## src/hw/rtl/pep_pkg.sv

```systemverilog
// Shared types and constants for the palette expand and RGB888 packer.
// No dependencies; imported by every module of the block but pep_ram.
`default_nettype none
package pep_pkg;

    localparam int unsigned ByteW  = 8;
    localparam int unsigned ColorW = 24;
    localparam int unsigned WordW  = 32;

    localparam logic CmdPalWrite = 1'b0;
    localparam logic CmdPixel    = 1'b1;

    // Position of a pixel in its group of four.
    localparam logic [1:0] PhaseFirst  = 2'd0;
    localparam logic [1:0] PhaseSecond = 2'd1;
    localparam logic [1:0] PhaseThird  = 2'd2;
    localparam logic [1:0] PhaseFourth = 2'd3;

    typedef struct packed {
        logic             cmd;
        logic [ByteW-1:0] pal_entry;
        logic [ByteW-1:0] red;
        logic [ByteW-1:0] green;
        logic [ByteW-1:0] blue;
        logic [ByteW-1:0] pixel_index;
    } t_in_item;

    typedef struct packed {
        logic [WordW-1:0] data_word;
        logic             burst_last;
    } t_out_item;

    // Request from the top level to the palette lookup.
    typedef struct packed {
        logic              wr;
        logic              rd;
        logic [ByteW-1:0]  wr_entry;
        logic [ColorW-1:0] wr_color;
        logic [ByteW-1:0]  rd_index;
    } t_lkp_req;

endpackage
`default_nettype wire

```

## src/hw/rtl/pep_packer.sv

```systemverilog
// Packs looked-up 24-bit colors into 32-bit words and flags burst ends.
// Depends on pep_pkg.
`default_nettype none
module pep_packer
    import pep_pkg::*;
#(
    parameter int unsigned BURST_WORDS = 8
) (
    input  wire logic              i_clk,
    input  wire logic              i_rst_n,
    input  wire logic              i_take,
    input  wire logic [ColorW-1:0] i_color,
    output logic                   o_adv,
    output logic                   o_valid,
    input  wire logic              i_ready,
    output t_out_item              o_item
);

    localparam int unsigned BCW = (BURST_WORDS > 1) ? $clog2(BURST_WORDS) : 1;
    localparam logic [BCW-1:0] LastCount = BCW'(BURST_WORDS - 1);

    logic              r_s1_vld;
    logic [1:0]        r_phase, n_phase;
    logic [ColorW-1:0] r_carry, n_carry;
    logic [BCW-1:0]    r_count;
    logic [WordW-1:0]  n_word;
    logic              w_emit;
    logic              w_fire;
    logic              w_last;

    assign w_emit = r_s1_vld && (r_phase != PhaseFirst);
    // The stage moves on unless it has a word and the output register stays full.
    assign o_adv  = !w_emit || !o_valid || i_ready;
    assign w_fire = r_s1_vld && o_adv;
    assign w_last = (r_count == LastCount);

    always_comb begin
        n_word  = '0;
        n_carry = r_carry;
        n_phase = r_phase + 2'd1;
        case (r_phase)
            PhaseFirst: begin
                n_carry = i_color;
            end
            PhaseSecond: begin
                n_word  = {i_color[7:0], r_carry[23:0]};
                n_carry = {8'h00, i_color[23:8]};
            end
            PhaseThird: begin
                n_word  = {i_color[15:0], r_carry[15:0]};
                n_carry = {16'h0000, i_color[23:16]};
            end
            PhaseFourth: begin
                n_word  = {i_color, r_carry[7:0]};
                n_carry = '0;
            end
            default: begin
                n_phase = PhaseFirst;
            end
        endcase
    end

    always_ff @(posedge i_clk) begin
        if (!i_rst_n) begin
            r_s1_vld <= 1'b0;
            r_phase  <= PhaseFirst;
            r_carry  <= '0;
            r_count  <= '0;
            o_valid  <= 1'b0;
        end else begin
            if (o_adv) begin
                r_s1_vld <= i_take;
            end
            if (w_fire) begin
                r_phase <= n_phase;
                r_carry <= n_carry;
            end
            if (w_fire && w_emit) begin
                o_valid           <= 1'b1;
                o_item.data_word  <= n_word;
                o_item.burst_last <= w_last;
                r_count           <= w_last ? '0 : r_count + BCW'(1);
            end else if (i_ready) begin
                o_valid <= 1'b0;
            end
        end
    end

endmodule
`default_nettype wire

```

## config.mk

```make
export PLATFORM = sky130hd
export DESIGN_NAME = pep_packer
export DESIGN_NICKNAME = d
export VERILOG_FILES = /design/src/hw/rtl/pep_pkg.sv /design/src/hw/rtl/pep_packer.sv
export SDC_FILE = /design/constraint.sdc
export NUM_CORES = 1
export LEC_CHECK = 0
export ABC_AREA = 1
export BUFFER_PORTS_ARGS = -buffer_cell sky130_fd_sc_hd__buf_2
export CAP_MARGIN = 20
export CORE_UTILIZATION = 50
export DETAILED_ROUTE_END_ITERATION = 8
export PLACE_DENSITY = 0.8
export SETUP_SLACK_MARGIN = 0.3
export SLEW_MARGIN = 20
export SYNTH_ARGS = -nofsm -noshare
export SYNTH_HDL_FRONTEND = slang
export SYNTH_SLANG_ARGS = --single-unit
```

## constraint.sdc

```tcl
create_clock -name i_clk -period 5.6 [get_ports i_clk]
set_input_delay 0.28 -clock i_clk [delete_from_list [all_inputs] [get_ports i_clk]]
set_output_delay 0.28 -clock i_clk [all_outputs]
set_load 0.005 [all_outputs]
```

Yosys cells after proc, flatten, opt, wreduce, memory -nomap -nowiden:

Index checks and enable logic that the tools add are counted.
W data, S select, Z words.

* output and inout bits: 35
* register bits: 64
* logic and storage cells: 29
* input bits: 28

* $add $sub $neg: 2
* reduce and logical (&&, ||, !) cells: 11
* eq/ne operators: 4
* muxes and demuxes: 5

Operator list (count)
* $pmux W24 S4: 1
* $pmux W32 S3: 1
* $eq A2 B2 Y1 const B: 2
* $reduce_bool A2 Y1: 2
* $add A3 B1 Y3 const B: 1
* $eq A3 B3 Y1 const B: 1
* $logic_and A1 B1 Y1: 3
* $mux W3: 1
* $add A2 B1 Y2 const B: 1
* $eq A2 B1 Y1 const B: 1
* $logic_not A1 Y1: 2
* $logic_not A2 Y1: 1
* $logic_or A1 B1 Y1: 2
* $mux W1: 2
* $reduce_and A2 Y1: 1

Logic depth before layout (Yosys ltp):

* depth in word-level cells: 8
* depth in mapped cells: 9
* depth with buffers taken out: 8

Least setup slack after synthesis:

OpenSTA, ideal clock, no wires.

* kind: register to register
* start point: register r_phase[0]
* end point: register o_item[0] (netlist name) (enable)
* stages on the path, launching flop included: 6
* clock period less this slack: 2867 ps
* slack: 2733 ps
* data arrival time: 2444 ps
* cell sequence: dfxtp_1 > inv_1 > ha_1 > nor2_8 > nand2_1 > nor2_1

* cells in the longest elaborated chain, start to end: 8

Ends and longest elaborated chain
* start: declaration: line pep_packer.sv:23 `logic [1:0] r_phase, n_phase;`
* start signal: assignment: line pep_packer.sv:66 `r_phase <= PhaseFirst;`
* start signal: assignment: line pep_packer.sv:75 `r_phase <= n_phase;`
* $reduce_bool A2 Y1 (*): line pep_packer.sv:31 `assign w_emit = r_s1_vld && (r_phase != PhaseFirst);`
* $logic_and A1 B1 Y1 (*): line pep_packer.sv:31
* $logic_not A1 Y1: line pep_packer.sv:33 `assign o_adv = !w_emit || !o_valid || i_ready;`
* $logic_or A1 B1 Y1 (2 in a row): line pep_packer.sv:33
* $logic_and A1 B1 Y1: line pep_packer.sv:34 `assign w_fire = r_s1_vld && o_adv;`
* $logic_and A1 B1 Y1 (*): line pep_packer.sv:78 `if (w_fire && w_emit) begin`
* $reduce_and A2 Y1 (no line) (*)
* end: declaration: line pep_packer.sv:16 `output t_out_item o_item`

Every way passes the cells marked *; elsewhere a longest branch is shown, timed or not.
A chain may end at the register's enable or synchronous reset.

Final worst setup path:

* start point: register r_phase[0]
* end point: register r_carry[10]

* cells in the longest elaborated chain, start to end: 6
* elaborated cells on any way between the ends: 11
* those cells by class: eq/ne (3); mux (1); reduce/logical (7)

Ends and longest elaborated chain
* $reduce_bool A2 Y1: line pep_packer.sv:31
* $logic_and A1 B1 Y1: line pep_packer.sv:31
* $logic_not A1 Y1: line pep_packer.sv:33
* $logic_or A1 B1 Y1 (2 in a row): line pep_packer.sv:33
* $logic_and A1 B1 Y1: line pep_packer.sv:34
* end signal: assignment: line pep_packer.sv:76 `r_carry <= n_carry;`
* end: declaration: line pep_packer.sv:24 `logic [ColorW-1:0] r_carry, n_carry;`

Several ways; a longest one is shown, not always the timed one.

==> flow_metrics.py <==
metrics = {
    "global_routing": {
        "grt_max_degree": 41,
        "grt_pass1_wl_um": 12520,
        "first_global_vias": 2727,
        "antenna_found_initial": 0,
        "overflow": 0,
        "grtUsageTotal": 0.2276,
    },
    "worst_setup_path": {
        "path_cells": "inv_1 -> ha_2 -> inv_1 -> nand3_1 -> o21ai_0 -> nor2_1 -> nor2_1",
        "path_delay_family": "buffers and inverters",
        "path_max_fanout": 40,
        "crit_slowest_cell": "inv_1",
        "reg2regPathDepth": 7,
        "end_kind": "flop",
        "worst-path-buf-inv": 2,
        "criticalPathCategory": "reg2reg",
        "crit_arrival_ns": 2.59,
        "cpPeakStageDelay_ns": 0.63,
        "path_depth": 7,
        "critPathRequiredTime_ns": 5.84,
        "startpoint_type": "flop",
    },
    "routing": {
        "vias": 2977,
        "wl_um": 7465,
        "antenna_left": 0,
        "vias_per_cell": 5.080,
        "wl_per_cell_um": 12.74,
        "route.detailed.drc": 4,
        "drt-pass1-iter-count": 7,
        "first_iter_violations": 243,
    },
    "timing": {
        "rsz0062_at_grt": "no",
        "timing.slew.headroom": 0.3166,
        "max_freq_ghz": 0.4255,
        "final.period_utilization": 0.4197,
        "setup_viol_count_final": 0,
        "hold_ws_ns": 0.1780,
        "setup_tns_ns": 0,
        "fin_crit_ns": 2.350,
        "worst_pin_slew_ns": 1.024,
        "skew_ns": 0.007601,
        "final_max_slew_viol_count": 0,
        "report.final.hold_viol_count": 0,
    },
    "flow_run": {
        "maxCapViolations": 0,
    },
    "place": {
        "placed_cell_area_um2": 3686,
        "portBuffers": 62,
        "gp_congestion": 0.8715,
        "place_hpwl_um": 4872,
    },
    "power": {
        "power.density_nw_per_um2": 278.9,
        "p_leak_nw": 1.977,
        "p_int_w": 0.0008120,
        "finalPower_w": 0.001088,
        "switchingPower_w": 0.0002759,
        "pwr-share-clk": 0.398,
        "combinationalPowerShare": 0.127,
        "pwr-share-seq": 0.475,
        "peakVddDrop_mv": 0.1148,
        "swShare": 0.2536,
    },
    "floorplan": {
        "core_um2": 6495,
        "num_rows": 29,
        "fp.dieH_um": 84.78,
        "die_area_um2": 7187,
        "io_pins": 63,
        "start_util": 0.5275,
        "die_w_um": 84.78,
    },
    "synth": {
        "ys_types": 24,
        "syn-mean-instance-area_um2": 7.529,
        "syn_area_um2": 3426,
        "ys_seq_area_frac": 0.4704,
        "ys_ff_latch": 64,
        "syn-num-nets": 490,
        "netlist.area_leader.share": 0.2893,
        "synthFlopType": "edfxtp_1",
        "ys_warn_count": 0,
        "syn_inst": 455,
        "synth_top_area_cell": "edfxtp_1",
        "synth_edf_count": 33,
        "synth_area_leaders": "edfxtp_1 29%, dfxtp_1 18%, nand2_1 17%",
        "synth_async_sr_flop_share": 0,
    },
    "layout": {
        "layout.nets": 539,
        "mostFrequentLayoutCells": "154 x nand2_1, 65 x inv_1, 62 x buf_2",
        "final_common_cell": "nand2_1",
        "synthToLayoutAreaGrowth_pct": 13.88,
        "layout-drive-gt1-share": 0.1807,
        "fin_area_um2": 3901,
        "antenna_cells": 0,
    },
    "cts": {
        "postCtsSetupBuffers": 0,
        "hold_buffers": 0,
        "postCtsResizedCells": 0,
        "clk_path_buf_depth": 2,
        "cts_max_level": 3,
        "cts_made_buffers": 9,
        "clk_latency_ns": 0.35,
        "cts.clk_slew.worst_paths_ns": 0.07,
        "cts.sinks": 64,
        "cts_root_buffer": "clkbuf_8",
        "cts_tree": "yes",
    },
    "outcome": {
        "violations": "DRC",
        "status": "finished with violations",
    },
    "hold_path": {
        "min_path_type": "in2reg",
        "hold_depth": 3,
    },
}
cells in the mapped netlist, types with 2 or more instances:
library cell / number
inv_1: 65
nor2_1: 55
ha_1: 7
nor3_1: 8
buf_6: 4
nand2_8: 2
buf_2: 17
o21ai_0: 16
edfxtp_1: 33
nand3_2: 7
clkbuf_1: 2
a21oi_1: 13
o211ai_1: 8
dfxtp_1: 31
nand2_1: 154
nand3_1: 25
cell families after synthesis:
| logic type | after synthesis | share of synthesized area |
|---|---|---|
| compound gates | 37 | 0.05990 |
| fa+ha+maj | 7 | 0.02556 |
| buf+inv | 92 | 0.1209 |
| flops | 64 | 0.4704 |
| simple gates | 255 | 0.3232 |
per-layer routing:
layer	GRT usage	part of all wire	vias to the layer above	wire, um
met2	0.3562	0.48	137	3549
li1	-	-	1504	-
met5	0	0	-	0
met4	0.1171	0.023	0	170
met1	0.2895	0.43	1323	3175
met3	0.06195	0.076	13	570
per-stage QoR:
| stage | cells | setup WS (ns) | util |
|---|---|---|---|
| floorplan | 455 | 2.733 | - |
| global placement | 570 | 2.920 | 0.5675 |
| detailed placement | 570 | 2.765 | 0.5675 |
| CTS | 586 | 2.760 | 0.6003 |
| global route | 586 | 3.013 | 0.6007 |
| finish | 586 | 3.250 | 0.6007 |
worst reg2reg max path: stages (launching register included):
cell and delay, ns:
dfxtp_1 0.35, inv_1 0.12, ha_2 0.59, inv_1 0.64, nand3_1 0.22, o21ai_0 0.11
nor2_1 0.16, nor2_1 0.06
area by class of cell:
type	count	area, um2
flip-flops and latches	64	1612
repair buffers	64	325.3
multi-input cells	299	1405
clock buffers	12	145.1
inverters	66	250.2
fillers	553	2594
well taps	77	96.34
clock inverters	4	67.56
path summary, 6_finish.rpt:
path	slack, ns	from	end
min	0.18	i_take	r_s1_vld
min reg2reg	0.47	r_count[2]	r_count[2]
max reg2reg	3.25	r_phase[0]	r_carry[10]
max	3.25	r_phase[0]	r_carry[10]
registers in the layout, indices dropped and copies added (netlist names):
signal	flops
o_item	33
o_valid	1
r_carry	24
r_count	3
r_phase	2
r_s1_vld	1
power by group through the flow:
stage / clock [W] / sequential (W) / combinational [W]
2_1_floorplan: 0 / 0.000524 / 0.000104
3_3_place_gp: 0 / 0.000526 / 0.000133
3_5_place_dp: 0 / 0.000527 / 0.000136
4_1_cts: 0.000436 / 0.000517 / 0.000137
5_1_grt: 0.000467 / 0.000518 / 0.000157
6_report: 0.000433 / 0.000517 / 0.000138
No activity file was read; power rests on OpenSTA's default activity.
